===== config.mk =====
export PLATFORM = sky130hd
export DESIGN_NAME = vision_target_packet_deframer_unit
export DESIGN_NICKNAME = d
export VERILOG_FILES = /design/src/sv/vtpd_pkg.sv /design/src/sv/vtpd_emit.sv /design/src/sv/vision_target_packet_deframer_unit.sv
export SDC_FILE = /design/constraint.sdc
export NUM_CORES = 1
export LEC_CHECK = 0
export BUFFER_PORTS_ARGS = -buffer_cell sky130_fd_sc_hd__buf_2
export CAP_MARGIN = 20
export CORE_MARGIN = 2
export CORE_UTILIZATION = 50
export CTS_BUF_LIST = sky130_fd_sc_hd__clkbuf_8
export CTS_CLUSTER_SIZE = 24
export DETAILED_ROUTE_END_ITERATION = 7
export HOLD_SLACK_MARGIN = 0.12
export PLACE_DENSITY = 0.7
export SLEW_MARGIN = 5
export SYNTH_ARGS = -nofsm -noshare
export SYNTH_HDL_FRONTEND = slang
export SYNTH_SLANG_ARGS = --single-unit
export TNS_END_PERCENT = 5

===== constraint.sdc =====
create_clock -name clk -period 28 [get_ports clk]
set_input_delay 5.6 -clock clk [delete_from_list [all_inputs] [get_ports clk]]
set_output_delay 5.6 -clock clk [all_outputs]
set_load 0.02 [all_outputs]

===== src/sv/vtpd_pkg.sv =====
`timescale 1ns / 1ps

package vtpd_pkg;

  localparam int POS_W          = 5;
  localparam int PKT_LEN        = 27;
  localparam int POS_HDR0       = 0;
  localparam int POS_HDR1       = 1;
  localparam int POS_BODY       = 2;
  localparam int POS_CSUM       = PKT_LEN - 1;
  localparam int BODY_BYTES     = POS_CSUM - POS_BODY;
  localparam int REC_LEN        = 11;
  localparam int TGT0_OFS       = 4 - POS_BODY;
  localparam int TGT1_OFS       = 15 - POS_BODY;
  localparam int SEQ_OFS        = 2 - POS_BODY;
  localparam int FLAGS_OFS      = 3 - POS_BODY;

  localparam logic [7:0] SYNC_A = 8'hAA;
  localparam logic [7:0] SYNC_B = 8'h55;

  localparam logic [7:0] FLAG_T0_VALID = 8'h01;
  localparam logic [7:0] FLAG_T0_STALE = 8'h02;
  localparam logic [7:0] FLAG_T1_VALID = 8'h04;
  localparam logic [7:0] FLAG_T1_STALE = 8'h08;

  localparam logic       FUNC_BYTE = 1'b0;
  localparam logic       FUNC_TICK = 1'b1;

  localparam logic [15:0] TIMEOUT_RESET  = 16'd500;
  localparam int          TIMER_BITS_DEF = 16;

  typedef struct packed {
    logic       func;
    logic [7:0] rx_byte;
  } item_t;

  typedef struct packed {
    logic               online;
    logic        [7:0]  sequence_res;
    logic               target_id;
    logic               target_valid;
    logic               target_stale;
    logic        [7:0]  quality;
    logic        [15:0] center_x;
    logic        [15:0] center_y;
    logic signed [15:0] error_x;
    logic signed [15:0] error_y;
    logic        [15:0] blob_area;
    logic               last;
  } result_t;

  typedef struct packed {
    logic             en;
    logic             bank;
    logic [POS_W-1:0] pos;
    logic [7:0]       data;
  } store_wr_t;

  typedef struct packed {
    logic pkt;
    logic off;
    logic bank;
  } emit_req_t;

endpackage


===== src/sv/vtpd_emit.sv =====
`timescale 1ns / 1ps

module vtpd_emit (
  input  logic                clk,
  input  logic                rst,
  input  vtpd_pkg::store_wr_t wr,
  input  vtpd_pkg::emit_req_t req,
  output logic                busy,
  output logic                result_valid,
  input  logic                result_ready,
  output vtpd_pkg::result_t   result
);
  import vtpd_pkg::*;

  localparam int ADDR_W = POS_W + 1;
  localparam int CNT_W  = POS_W;

  typedef enum logic [1:0] {IDLE, FETCH, SEND0, SEND1} state_t;

  logic [7:0]            mem [2**ADDR_W];
  logic [7:0]            rd_data;
  logic                  rd_en;
  logic [POS_W-1:0]      rd_pos;

  state_t                state;
  logic                  off;
  logic                  rd_bank;
  logic                  rd_pend;
  logic [CNT_W-1:0]      rd_cnt;
  logic [BODY_BYTES*8-1:0] pkt_bytes;

  logic                  tgt;
  logic [7:0]            flags;
  logic [REC_LEN*8-1:0]  rec;
  logic                  t_valid;
  logic                  t_stale;

  assign rd_en  = (state == FETCH) && (rd_cnt < CNT_W'(BODY_BYTES));
  assign rd_pos = POS_W'(POS_BODY) + rd_cnt;

  always_ff @(posedge clk) begin
    if (wr.en) begin
      mem[{wr.bank, wr.pos}] <= wr.data;
    end
    if (rd_en) begin
      rd_data <= mem[{rd_bank, rd_pos}];
    end
  end

  always_ff @(posedge clk) begin
    if (rst) begin
      state   <= IDLE;
      off     <= 1'b0;
      rd_bank <= 1'b0;
      rd_pend <= 1'b0;
      rd_cnt  <= '0;
    end else begin
      rd_pend <= rd_en;
      if (rd_pend) begin
        pkt_bytes <= {rd_data, pkt_bytes[BODY_BYTES*8-1:8]};
      end
      case (state)
        IDLE: begin
          if (req.pkt) begin
            state   <= FETCH;
            off     <= 1'b0;
            rd_bank <= req.bank;
            rd_cnt  <= '0;
          end else if (req.off) begin
            state <= SEND0;
            off   <= 1'b1;
          end
        end
        FETCH: begin
          if (rd_en) begin
            rd_cnt <= rd_cnt + CNT_W'(1);
          end
          if (rd_pend && !rd_en) begin
            state <= SEND0;
          end
        end
        SEND0: begin
          if (result_ready) begin
            state <= SEND1;
          end
        end
        SEND1: begin
          if (result_ready) begin
            state <= IDLE;
          end
        end
        default: begin
          state <= IDLE;
        end
      endcase
    end
  end

  assign busy         = (state != IDLE);
  assign result_valid = (state == SEND0) || (state == SEND1);

  assign tgt   = (state == SEND1);
  assign flags = pkt_bytes[FLAGS_OFS*8 +: 8];
  assign rec   = tgt ? pkt_bytes[TGT1_OFS*8 +: REC_LEN*8]
                     : pkt_bytes[TGT0_OFS*8 +: REC_LEN*8];
  assign t_valid = tgt ? |(flags & FLAG_T1_VALID) : |(flags & FLAG_T0_VALID);
  assign t_stale = tgt ? |(flags & FLAG_T1_STALE) : |(flags & FLAG_T0_STALE);

  always_comb begin
    result           = '0;
    result.target_id = tgt;
    result.last      = tgt;
    if (!off) begin
      result.online       = 1'b1;
      result.sequence_res = pkt_bytes[SEQ_OFS*8 +: 8];
      result.target_valid = t_valid;
      result.target_stale = t_stale;
      if (t_valid) begin
        result.quality   = rec[7:0];
        result.center_x  = rec[23:8];
        result.center_y  = rec[39:24];
        result.error_x   = rec[55:40];
        result.error_y   = rec[71:56];
        result.blob_area = rec[87:72];
      end
    end
  end

endmodule


===== src/sv/vision_target_packet_deframer_unit.sv =====
`timescale 1ns / 1ps
// channel  valid         ready         payload
// item     item_valid    item_ready    item   (func, rx_byte)
// result   result_valid  result_ready  result (two beats per event)
// config   cfg_valid     cfg_ready     cfg_data (offline timeout, ms)
//
// One item per cycle; a byte or tick with no result is never stalled.
// A good packet end or an offline tick waits while the previous pair is still out.
// A good packet fetches its 24 body bytes from the packet RAM, one per cycle,
// then sends two beats, target 0 first and then target 1,
// each beat held until result_ready is high.
// Synchronous reset clears framing, online and elapsed, and sets timeout to 500 ms.

module vision_target_packet_deframer_unit #(
  parameter int TIMER_BITS = vtpd_pkg::TIMER_BITS_DEF
) (
  input  logic              clk,
  input  logic              rst,
  input  logic              item_valid,
  output logic              item_ready,
  input  vtpd_pkg::item_t   item,
  output logic              result_valid,
  input  logic              result_ready,
  output vtpd_pkg::result_t result,
  input  logic              cfg_valid,
  output logic              cfg_ready,
  input  logic [15:0]       cfg_data
);
  import vtpd_pkg::*;

  localparam int CMP_W = (TIMER_BITS > 16) ? TIMER_BITS : 16;

  logic [POS_W-1:0]      pos, pos_next;
  logic [7:0]            csum, csum_next;
  logic                  wr_bank;
  logic                  is_online;
  logic [TIMER_BITS-1:0] elapsed, elapsed_inc;
  logic [15:0]           timeout;

  logic                  accept;
  logic                  good_pkt;
  logic                  go_off;
  logic                  busy;
  store_wr_t             wr;
  emit_req_t             req;

  assign cfg_ready   = 1'b1;
  assign elapsed_inc = (&elapsed) ? elapsed : elapsed + TIMER_BITS'(1);

  assign good_pkt = (item.func == FUNC_BYTE) && (pos == POS_W'(POS_CSUM))
                    && (csum == item.rx_byte);
  assign go_off   = (item.func == FUNC_TICK) && is_online
                    && (CMP_W'(elapsed_inc) > CMP_W'(timeout));

  assign item_ready = !(busy && (good_pkt || go_off));
  assign accept     = item_valid && item_ready;

  always_comb begin
    pos_next = pos;
    csum_next = csum;
    wr.en   = 1'b0;
    wr.bank = wr_bank;
    wr.pos  = pos;
    wr.data = item.rx_byte;
    case (pos) inside
      POS_W'(POS_HDR0): begin
        if (item.rx_byte == SYNC_A) begin
          wr.en    = 1'b1;
          pos_next = POS_W'(POS_HDR1);
        end
      end
      POS_W'(POS_HDR1): begin
        if (item.rx_byte == SYNC_B) begin
          wr.en     = 1'b1;
          pos_next  = POS_W'(POS_BODY);
          csum_next = '0;
        end else if (item.rx_byte == SYNC_A) begin
          wr.en  = 1'b1;
          wr.pos = POS_W'(POS_HDR0);
        end else begin
          pos_next = POS_W'(POS_HDR0);
        end
      end
      [POS_W'(POS_BODY):POS_W'(POS_CSUM - 1)]: begin
        wr.en     = 1'b1;
        csum_next = csum ^ item.rx_byte;
        pos_next  = pos + POS_W'(1);
      end
      POS_W'(POS_CSUM): begin
        wr.en    = 1'b1;
        pos_next = POS_W'(POS_HDR0);
      end
      default: begin
        pos_next = POS_W'(POS_HDR0);
      end
    endcase
    if (!(accept && (item.func == FUNC_BYTE))) begin
      wr.en     = 1'b0;
      pos_next  = pos;
      csum_next = csum;
    end
  end

  assign req.pkt  = accept && good_pkt;
  assign req.off  = accept && go_off;
  assign req.bank = wr_bank;

  always_ff @(posedge clk) begin
    if (rst) begin
      pos       <= '0;
      csum      <= '0;
      wr_bank   <= 1'b0;
      is_online <= 1'b0;
      elapsed   <= '0;
      timeout   <= TIMEOUT_RESET;
    end else begin
      pos  <= pos_next;
      csum <= csum_next;
      if (cfg_valid && cfg_ready) begin
        timeout <= cfg_data;
      end
      if (accept && (item.func == FUNC_TICK)) begin
        elapsed <= elapsed_inc;
        if (go_off) begin
          is_online <= 1'b0;
        end
      end
      if (req.pkt) begin
        wr_bank   <= ~wr_bank;
        is_online <= 1'b1;
        elapsed   <= '0;
      end
    end
  end

  vtpd_emit u_emit (
    .clk          (clk),
    .rst          (rst),
    .wr           (wr),
    .req          (req),
    .busy         (busy),
    .result_valid (result_valid),
    .result_ready (result_ready),
    .result       (result)
  );

  a_online_after_pkt: assert property (@(posedge clk) disable iff (rst)
    req.pkt |=> is_online)
    else $error("online not set after good packet");

  a_result_matches_state: assert property (@(posedge clk) disable iff (rst)
    result_valid |-> (result.online == is_online))
    else $error("result online flag disagrees with link state");

  a_bank_hold: assert property (@(posedge clk) disable iff (rst)
    !req.pkt |=> $stable(wr_bank))
    else $error("packet bank changed without a good packet");

  a_no_start_busy: assert property (@(posedge clk) disable iff (rst)
    (req.pkt || req.off) |-> !busy)
    else $error("result pair started while previous pair in flight");

endmodule

# [Word level (Yosys, flattened, before mapping)]
# Memories as Yosys holds them, arrays and structs flattened. A register that Yosys moved wholly into a read port is not among the register bits.
# Cells that the tools add are included.
[totals] input_bits=30 romBits=0 reg_bits=249 mem_count=1 latch_bits=0 elab_cells=121 ram_bits=512 out_inout_bits=104
[classes] n_reduce_logical=35 eq_ne=17 addsub=4 n_lt_le_gt_ge=4 n_mul=0 n_mux=43 n_shift=0 bitwise=5 div_mod_pow=0
[memory_table] name="u_emit.mem" words=64 width=8 read_ports=1 rd_ports_with_merged_regs=1 wr=1 line_no="vtpd_emit.sv:20" source="logic [7:0] mem [2**ADDR_W];"
[op_table] cell="two-way mux 88 bit" n=2
[op_table] cell="two-way mux 90 bit" n=1
[op_table] cell="two-way mux 5 bit" n=12
[op_table] cell="two-way mux 8 bit" n=3
[op_table] cell="adder 16 x 1 -> 16 bit (second input constant)" n=1
[op_table] cell="greater-than comparator 16 bit" n=1
[op_table] cell="two-way mux 1 bit" n=16
[op_table] cell="two-way mux 16 bit" n=1
[op_table] cell="AND reduction 16 bit" n=1
[op_table] cell="logical AND 1 bit" n=13
[op_table] cell="nonzero test 2 bit" n=6
[op_table] cell="adder 5 x 1 -> 5 bit (second input constant)" n=2
[op_table] cell="two-way mux 2 bit" n=5
[op_table] cell="case mux 5 bit (2 select lines)" n=1
[op_table] cell="two-way mux 9 bit" n=1
[op_table] cell="equality test 8 x 7 -> 1 bit (second input constant)" n=1
[op_table] cell="equality test 8 bit" n=1
[op_table] cell="equality test 8 bit (second input constant)" n=1
[op_table] cell="inequality test 2 bit (second input constant)" n=4
[op_table] cell="case mux 2 bit (4 select lines)" n=1
[op_table] cell="AND reduction 2 bit" n=4
[op_table] cell="AND reduction 4 bit" n=2
[op_table] cell="XOR 8 bit" n=1
[op_table] cell="inequality test 2 x 1 -> 1 bit (second input constant)" n=3
[op_table] cell="17 further kinds" n=24

# [Logic depth before layout (Yosys ltp)]
# Gate-level depths: netlist of the first run.
[logic_depth] depth_word=12 ltp_mapped=15 mapped_depth_nobuf=13

# [Modules after synthesis]
# A second synthesis of the first run with hierarchy kept.
[unflattened] cells_unflattened=1892 area_unflattened_um2=31566.5
[by_module_without_submodules] module="vtpd_emit" area_per_inst_um2=28388.5 n_inst=1 cells_per_inst=1503
[by_module_without_submodules] module="vision_target_packet_deframer_unit" area_per_inst_um2=3178.0 n_inst=1 cells_per_inst=389

# [Worst setup path after synthesis of the first run]
# Ideal clock, no wire load.
[synth_timing] path_type="input -> register" startpoint="input rst" endpoint="register u_emit.pkt_bytes[0] (enable)" arrival_time_ps=14175 setup_time_ps=771 slack_ps=13054 cell_stages=2 n_path_buf=1 required_ps=27229 path_cell_list="clkbuf_1 -> nor2b_1"
[synth_between] elab_chain_len=2
[synth_lines] element="start: declaration" line_no="vision_target_packet_deframer_unit.sv:18" source="input logic rst,"
[synth_lines] element="inverter 1 bit (no source line)"
[synth_lines] element="AND reduction 2 bit (no source line)"
[synth_lines] element="end signal: assignment" line_no="vtpd_emit.sv:60" source="pkt_bytes <= {rd_data, pkt_bytes[BODY_BYTES*8-1:8]};"
[synth_lines] element="end: declaration" line_no="vtpd_emit.sv:30" source="logic [BODY_BYTES*8-1:0] pkt_bytes;"
# No other way between the ends.
# A chain may end at the register's enable or synchronous reset.

# [Worst setup path in the final report of the first run]
[layout_timing] startpoint="input item[4] in the netlist's numbering" endpoint="output item_ready"
[layout_between] elab_chain_len=5
[layout_lines] element="start: declaration" line_no="vision_target_packet_deframer_unit.sv:21" source="input vtpd_pkg::item_t item,"
[layout_lines] element="equality test 8 bit" line_no="vision_target_packet_deframer_unit.sv:51" source="&& (csum == item.rx_byte);"
[layout_lines] element="logical AND 1 bit" line_no="vision_target_packet_deframer_unit.sv:51"
[layout_lines] element="logical OR 1 bit" line_no="vision_target_packet_deframer_unit.sv:55" source="assign item_ready = !(busy && (good_pkt || go_off));"
[layout_lines] element="logical AND 1 bit" line_no="vision_target_packet_deframer_unit.sv:55"
[layout_lines] element="zero test 1 bit" line_no="vision_target_packet_deframer_unit.sv:55"
[layout_lines] element="end: declaration" line_no="vision_target_packet_deframer_unit.sv:20" source="output logic item_ready,"
# No other way between the ends.

==> results_dict.tcl, run 1 <==
set metrics [dict create \
    switching_share_pct 21.23 \
    fp.dieH_um 252.8 \
    seqPwrFrac_pct 58.6 \
    drt_iter0_markers 1583 \
    yosysSeqAreaShare_pct 72.76 \
    cts_hold_buf 0 \
    drtPass1Iterations 7 \
    crit_end "item_ready" \
    post-synth-top-area-cell "edfxtp_1" \
    path_class "primary input to primary output" \
    slew_headroom_pct 28.53 \
    dieArea_um2 63910 \
    layout_common_cells "edfxtp_1 (712), nor2_1 (174), mux4_2 (160)" \
    startpoint "item[4]" \
    cp_data_required_time_ns 22.40 \
    start_util_pct 50.34 \
    fill_cells 4734 \
    vias 16170 \
    async_flop_share_pct 0 \
    status "complete, no violations" \
    avgRoutedWirePerCell_um 22.18 \
    cpMaxStageDelayCell "nor4_4" \
    holdCritStartpoint "u_emit.rd_data[2]" \
    rsz0062_at_grt "false" \
    min_path_type "register to register" \
    cts_tree "built" \
    top_layer_used "met5" \
    syn_inst 1689 \
    yosys_warnings 0 \
    r2r-end "elapsed[8]" \
    synth.avg_cell_area_um2 18.33 \
    clkPwrFrac_pct 39.3 \
    grt_use_total_pct 19.93 \
    ios 134 \
    grt_overflow 0 \
    numCtsBuffers 119 \
    r2r-start "elapsed[3]" \
    cp_max_fo 69 \
    ff_latch_area_um2 22530 \
    clockBufferDepth 3 \
    wl_mm 62.86 \
    finalPower_uw 2158 \
    route.met3.wl_mm 4.160 \
    worst_clock_skew_ns 0.04704 \
    synth_top_area_share_pct 69.07 \
    vias_per_cell 5.704 \
    peakVddDrop_v 0.00004701 \
    period_share_pct 47.24 \
    max_stage_delay_ns 0.53 \
    max_freq_ghz 0.07560 \
    tightestPinTransition_ns 1.072 \
    setup_viol 0 \
    period_minus_slack_ns 13.23 \
    grt_first_pass_wirelength_mm 95.36 \
    synthFlopType "edfxtp_1" \
    powerDensity_nw_per_um2 61.81 \
    pwr-share-comb_pct 2.1 \
    die_w_um 252.8 \
    gp_congestion 0.7985 \
    cts-resized-gates 0 \
    cp_cell_sequence "buf_2 -> buf_4 -> xor2_1 -> nor4_4 -> nand3_1 -> a21o_1 -> buf_2" \
    rows 91 \
    grt_max_degree 94 \
    place.detailed.hpwl_mm 38.03 \
    final_common_cell "edfxtp_1" \
    crit_arrival_ns 7.63 \
    r2r_slack_ns 23.66 \
    yosys-top-cells-area "edfxtp_1 (69%), mux4_2 (12%), dfxtp_1 (3.7%), mux2i_1 (3.2%), nor2_1 (2.1%)" \
    ys_types 71 \
    start_kind "primary input" \
    hold_violations 0 \
    internal-power_uw 1700 \
    fin_nets 2000 \
    worstSkewPairLatency_ns 0.73 \
    drive_above_1_share_pct 25.35 \
    fin_tns_setup_ns 0 \
    antenna_found_initial 2 \
    syn_area_um2 30950 \
    port_buffers 132 \
    crit_path_end_kind "primary output" \
    p_switching_uw 458.1 \
    synth_edf_count 712 \
    grt_pass1_vias 16180 \
    clock_sinks 769 \
    multiInputGateArea_um2 8210 \
    clk_pin_slew_worst_paths_ns 0.06 \
    max_cap_violations 0 \
    drc_errors 0 \
    drv_slew 0 \
    reg2reg_depth 12 \
    post_cts_buffers 0 \
    cts.htree.levels 3 \
    ys_ff_latch 769 \
    p_leak_uw 0.01153 \
    met2_length_mm 30.34 \
    ant_nets 0 \
    cpMostUsedCell "buf_2" \
    coreArea_um2 61480 \
    area_delta_synth_final_pct 12.80 \
    wl_met1_mm 26.66 \
    root_buffer "clkbuf_8" \
]
## Yosys cell counts, types with 16 or more instances
library cell  instances
nor2_1              174
nand2_1              44
buf_2                18
a22oi_1              16
inv_1                31
mux4_2              160
mux2i_1             100
ha_1                 27
dfxtp_1              57
clkbuf_1             49
edfxtp_1            712
nand3_1              19
a21oi_1              37
o211ai_1             17
## kinds of logic (layout without fill, tap and decap cells)
logic type,count (synthesis),after routing,synth area share [%]
AND/OR/NAND/NOR,343,343,5.590
buffers and inverters,120,411,1.661
flip-flops,769,769,72.76
XOR/XNOR,22,22,0.6225
AO/OA/AOI/OAI,143,143,3.266
other,2,66,0.02426
multiplexers,263,263,14.98
adder cells (fa/ha/maj),27,27,1.091
## through the flow
step / utilization (%) / instances / instance area [um2] / hold WS, ns / setup WS [ns]
6_report: 56.79 / 2834 / 34920 / 0.4048 / 14.77
2_1_floorplan: - / 1752 / 31190 / 0.4003 / 13.05
3_5_place_dp: 53.18 / 2611 / 32700 / 0.4045 / 14.80
3_3_place_gp: 53.16 / 2609 / 32690 / 0.4031 / 14.84
5_1_grt: 56.79 / 2834 / 34920 / 0.4127 / 14.69
4_1_cts: 56.74 / 2832 / 34890 / 0.4021 / 14.79
## worst max-delay path, delay by kind of cell
kind            cells  cell delay [ns]
simple gates        2             0.77
buf+inv             3             0.74
compound gates      1             0.25
xor+xnor            1             0.21
## power groups by stage
stage	Sequential (uW)	Clock (uW)	Combinational, uW
4_1_cts	1260	872	44.4
2_1_floorplan	1290	0	22.3
6_report	1260	849	44.5
5_1_grt	1270	917	49.6
3_3_place_gp	1290	0	42.5
3_5_place_dp	1290	0	44.3
## state kept, by name (all words and copies together), names as in the netlist
| register | cells |
|---|---|
| pos | 5 |
| u_emit.off | 1 |
| u_emit.pkt_bytes | 192 |
| u_emit.state | 2 |
| u_emit.rd_bank | 1 |
| u_emit.rd_data | 8 |
| u_emit.mem | 512 |
| elapsed | 16 |
| csum | 8 |
| timeout | 16 |
| u_emit.rd_cnt | 5 |
| is_online | 1 |
| wr_bank | 1 |
| u_emit.rd_pend | 1 |
## layout make-up
cell class / instances / area share [%]
Clock buffer: 122 / 4.809
Clock inverter: 99 / 1.466
Tap cell: 790 / 2.831
Timing Repair Buffer: 159 / 2.516
Inverter: 31 / 0.3333
Antenna cell: 1 / 0.007167
Sequential cell: 769 / 64.52
Multi-Input combinational cell: 863 / 23.51
## how the worst min path moves through the flow
stage                     slack [ns]               endpoint  depth (start not counted)
after floorplan                 0.40  u_emit.pkt_bytes[184]                          0
after global placement          0.40  u_emit.pkt_bytes[184]                          0
after detailed placement        0.40  u_emit.pkt_bytes[184]                          0
after CTS                       0.40  u_emit.pkt_bytes[186]                          0
after global routing            0.41  u_emit.pkt_bytes[186]                          0
final                           0.40  u_emit.pkt_bytes[186]                          0
## routing by layer
layer	vias to the layer above	global-route usage [%]
met5	-	0
met4	2	7.084
met3	104	4.328
met2	531	31.45
met1	8310	27.65
li1	7219	-
Note: power is estimated with default switching activity, not from simulation.
==> run 2: changes to the inputs <==
- clock period: 28 -> 12.5 ns (I/O delays scaled with it)
==> run 2 against run 1 <==
Global-route usage grew 0.11 points. Clock power grew 130%. Total power grew 130%. Count of clock-buffer cells in the layout shrank 1. Critical path type is now register to primary output. Critical endpoint unchanged. Largest power group unchanged. Highest routed layer is now met4.
==> results_dict.tcl, run 2 (synthesis results as in run 1) <==
set metrics [dict create \
    place.detailed.hpwl_mm 38.05 \
    clk_pin_slew_worst_paths_ns 0.05 \
    ant_nets 0 \
    fp.dieH_um 252.8 \
    layout_common_cells "edfxtp_1 (712), nor2_1 (174), mux4_2 (160)" \
    worstSkewPairLatency_ns 0.75 \
    ios 134 \
    drc_errors 0 \
    avgRoutedWirePerCell_um 22.57 \
    root_buffer "clkbuf_8" \
    cts-resized-gates 0 \
    post_cts_buffers 0 \
    grt_overflow 0 \
    numCtsBuffers 119 \
    max_freq_ghz 0.1376 \
    drtPass1Iterations 5 \
    largest_register_ff_count 512 \
    utilization_pct 56.81 \
    grt_max_degree 98 \
    clock_sinks 769 \
    wl_mm 63.90 \
    vias 16100 \
    cts_tree "built" \
    coreArea_um2 61480 \
    crit_path_end_kind "primary output" \
    slew_headroom_pct 29.05 \
    r2r_slack_ns 8.18 \
    area_delta_synth_final_pct 12.84 \
    path_class "register to primary output" \
    cp_data_required_time_ns 10.00 \
    design_area_um2 34930 \
    biggestRegsByFlops "u_emit.mem x512, u_emit.pkt_bytes x192" \
    period_minus_slack_ns 7.267 \
    hold_violations 0 \
    powerDensity_nw_per_um2 139.1 \
    min_path_type "register to register" \
    cp_max_fo 8 \
    max_cap_violations 0 \
    drt_iter0_markers 1259 \
    drive_above_1_share_pct 25.47 \
    dieArea_um2 63910 \
    cts_hold_buf 0 \
    grt_first_pass_wirelength_mm 95.58 \
    fill_cells 4726 \
    clockBufferDepth 3 \
    crit_arrival_ns 4.77 \
    placed_cell_area_um2 32700 \
    drv_slew 0 \
    tightestPinTransition_ns 1.060 \
    start_util_pct 50.34 \
    worst_clock_skew_ns 0.04438 \
    top_register "u_emit.mem" \
    fin_tns_setup_ns 0 \
    finalPower_uw 4858 \
    setup_viol 0 \
    die_w_um 252.8 \
    antenna_found_initial 1 \
    vias_per_cell 5.687 \
    period_share_pct 58.14 \
    port_buffers 132 \
    p_leak_uw 0.01150 \
    fin_nets 2004 \
    gp_congestion 0.8359 \
    final_common_cell "edfxtp_1" \
    rows 91 \
    grt_pass1_vias 16130 \
    grt_use_total_pct 20.03 \
    cts.htree.levels 3 \
    rsz0062_at_grt "false" \
    peakVddDrop_v 0.0001028 \
    status "complete, no violations" \
    start_kind "register" \
]
-- run 2: cell count changes in the layout (fill, tap and decap cells not counted), sizes merged --
cell	previous run	this run
diode	1	3
clkbuf	122	121
clkinv	42	44
inv	84	73
bufinv	2	3
buf	159	163
-- run 2: power breakdown --
part	switching (uW)	internal [uW]
Combinational	72.1	28.7
Sequential	8.85	2820
Clock	962	962
Total	1040	3820
-- run 2: layer usage --
layer  vias to the layer above  track usage (%)  share of wire [%]
met3                        98            4.482                7.2
met4                         0            6.323                2.3
met2                       570            31.95                 48
met1                      8233            27.74                 42
li1                       7200                -                  -
met5                         -                0                  0
-- run 2: per-stage QoR --
stage	worst slack, ns	std cells	hold slack (ns)
after floorplan	0.6538	1752	0.4003
after global placement	5.531	2611	0.4046
after detailed placement	5.458	2612	0.4065
after CTS	5.271	2824	0.4201
after global routing	4.995	2829	0.4280
final	5.233	2831	0.4175
-- run 2: critical path, stage by stage (launching register included) --
cell and delay [ns]:
dfxtp_1 0.45, nand4_2 0.18, nor4_4 0.45, nand3_2 0.30, and4_2 0.33, a21oi_1 0.21, ha_1 0.28, nand4_1 0.19
nor2_1 0.07, or4_4 0.50, o31ai_1 0.66, a21o_1 0.24, buf_2 0.18
-- run 2: path summary, 6_finish.rpt --
| path | end | cells after the start | start |
|---|---|---|---|
| setup / recovery | item_ready | 12 | elapsed[3] |
| hold / removal | u_emit.pkt_bytes[4] | 0 | u_emit.pkt_bytes[12] |
| setup reg to reg | elapsed[14] | 13 | elapsed[3] |
| hold reg to reg | u_emit.pkt_bytes[4] | 0 | u_emit.pkt_bytes[12] |
-- run 2: area by class of cell --
type	count	area (um2)	area share, %
flip-flops and latches	769	22530	64.50
diodes	3	7.507	0.02149
clock buffers	121	1665	4.768
clock inverters	91	486.7	1.394
multi-input cells	863	8205	23.49
well taps	790	988.4	2.830
inverters	31	116.4	0.3332
repair buffers	163	928.4	2.658
==> run 3: changes to the inputs <==
- PLACE_DENSITY: 0.7 -> 0.72
- clock period: 12.5 -> 6 ns (I/O delays scaled with it)
==> run 3 against run 2 <==
Setup slack worse by 4.9 ns. Highest routed layer is now met5. Critical path type unchanged. Global-route usage down 0.42 points. Hold slack better by 0.00081 ns. Flip-flop and latch count unchanged. Critical path depth unchanged. Core utilization up 0.12 points. Routed wire length down 2.4%. Via count up 0.37%. Cell count down 0.28%. First-iteration DRC count up 18%. Sequential share of layout area down 0.13 points.
==> results_dict.tcl, run 3 (synthesis results as in run 1) <==
set metrics [dict create \
    status "complete, no violations" \
    largest_register_ff_count 512 \
    die_w_um 252.8 \
    start_util_pct 50.34 \
    internal-power_uw 8104 \
    cp_max_fo 8 \
    biggestRegsByFlops "u_emit.mem x512, u_emit.pkt_bytes x192" \
    drive_above_1_share_pct 25.77 \
    top_register "u_emit.mem" \
    num_antenna_cells 0 \
    vias 16160 \
    post_cts_buffers 0 \
    reg2reg_depth 12 \
    placed_cell_area_um2 32750 \
    startpoint "elapsed[4]" \
    numCtsBuffers 114 \
    drtPass1Iterations 5 \
    crit_arrival_ns 4.51 \
    utilization_pct 56.93 \
    period_minus_slack_ns 5.712 \
    rows 91 \
    place.detailed.hpwl_mm 39.37 \
    final_common_cell "edfxtp_1" \
    cts_hold_buf 0 \
    clockBufferDepth 3 \
    fin_tns_setup_ns 0 \
    gp_congestion 0.8352 \
    post-place-ws_ns 1.020 \
    wl_mm 62.39 \
    cp.depth 12 \
    rsz0062_at_grt "false" \
    hold_violations 0 \
    worst_slack_ns 0.2876 \
    r2r-end "elapsed[13]" \
    start_kind "register" \
    slew_headroom_pct 29.16 \
    setup_viol 0 \
    coreArea_um2 61480 \
    p_leak_uw 0.01154 \
    cts_tree "built" \
    grt_overflow 0 \
    avgRoutedWirePerCell_um 22.10 \
    layout_common_cells "edfxtp_1 (712), nor2_1 (174), mux4_2 (160)" \
    max_cap_violations 0 \
    grt_first_pass_wirelength_mm 94.23 \
    period_share_pct 95.21 \
    grt_max_degree 193 \
    cpMaxStageDelayCell "or4_4" \
    path_buf_inv 1 \
    holdWs_ns 0.4183 \
    p_switching_uw 2143 \
    peakVddDrop_v 0.0002257 \
    worstSkewPairLatency_ns 0.73 \
    ios 134 \
    port_buffers 132 \
    max_freq_ghz 0.1751 \
    whs_path_depth 0 \
    switching_share_pct 20.91 \
    vias_per_cell 5.725 \
    cpMostUsedCell "a21oi_1" \
    crit_family "simple AND/OR/NAND/NOR gates" \
    drc_errors 0 \
    clkPwrFrac_pct 40.2 \
    clk_pin_slew_worst_paths_ns 0.06 \
    seqPwrFrac_pct 57.6 \
    powerDensity_nw_per_um2 292.8 \
    ant_nets 0 \
    crit_end "item_ready" \
    fin_nets 1999 \
    fp.dieH_um 252.8 \
    fill_cells 4640 \
    cp_cell_sequence "nand4_2 -> nor4_4 -> nand3_2 -> and4_2 -> a21oi_1 -> ha_1 -> a21oi_1 -> o21ai_0 -> or4_4 -> o31ai_1 -> a21o_1 -> buf_2" \
    pwr-share-comb_pct 2.2 \
    dieArea_um2 63910 \
    clock_sinks 769 \
    design_area_um2 35000 \
    crit_path_end_kind "primary output" \
    r2r_slack_ns 1.75 \
    area_delta_synth_final_pct 13.07 \
    cts.htree.levels 3 \
    min_path_type "register to register" \
    drt_iter0_markers 1491 \
    tightestPinTransition_ns 1.063 \
    grt_pass1_vias 16000 \
    root_buffer "clkbuf_8" \
    cp_data_required_time_ns 4.80 \
    r2r-start "elapsed[4]" \
    worst_clock_skew_ns 0.03673 \
    path_class "register to primary output" \
    antenna_found_initial 3 \
    grt_use_total_pct 19.62 \
    max_stage_delay_ns 0.54 \
    drv_slew 0 \
]
run 3: layout make-up:
type | count | area [um2] | area share [%]
repair buffers | 163 | 928.4 | 2.653
clock buffers | 127 | 1748 | 4.994
inverters | 31 | 116.4 | 0.3325
flip-flops and latches | 769 | 22530 | 64.37
multi-input cells | 863 | 8195 | 23.42
well taps | 790 | 988.4 | 2.824
clock inverters | 80 | 494.2 | 1.412
run 3: power groups by stage:
stage | logic (uW) | clock network, uW | registers [uW]
final | 226 | 4120 | 5900
after global routing | 250 | 4420 | 5900
after CTS | 224 | 4210 | 5900
after detailed placement | 224 | 0 | 6010
after global placement | 217 | 0 | 6010
after floorplan | 104 | 0 | 6010
run 3: worst min-delay path by stage:
stage,from,end
after floorplan,u_emit.rd_data[0],u_emit.pkt_bytes[184]
after CTS,u_emit.rd_data[0],u_emit.pkt_bytes[184]
after detailed placement,u_emit.rd_data[0],u_emit.pkt_bytes[184]
after global placement,u_emit.rd_data[1],u_emit.pkt_bytes[185]
after global routing,u_emit.rd_data[1],u_emit.pkt_bytes[185]
final,u_emit.rd_data[0],u_emit.pkt_bytes[184]
run 3: metal layers:
metal / wire length, um / track usage, %
met1: 26760 / 27.93
met2: 29430 / 30.31
met3: 4414 / 4.030
met4: 1770 / 7.117
met5: 12 / 0
run 3: repair_timing:
item,CTS,global route
gates resized for setup,0,1
hold endpoints to repair,0,0
setup endpoints to repair,0,1
run 3: per-stage QoR:
| stage | total power (uW) | instances |
|---|---|---|
| 3_5_place_dp | 6238 | 2614 |
| 5_1_grt | 10570 | 2823 |
| 2_1_floorplan | 6112 | 1752 |
| 3_3_place_gp | 6226 | 2614 |
| 6_report | 10250 | 2823 |
| 4_1_cts | 10340 | 2821 |
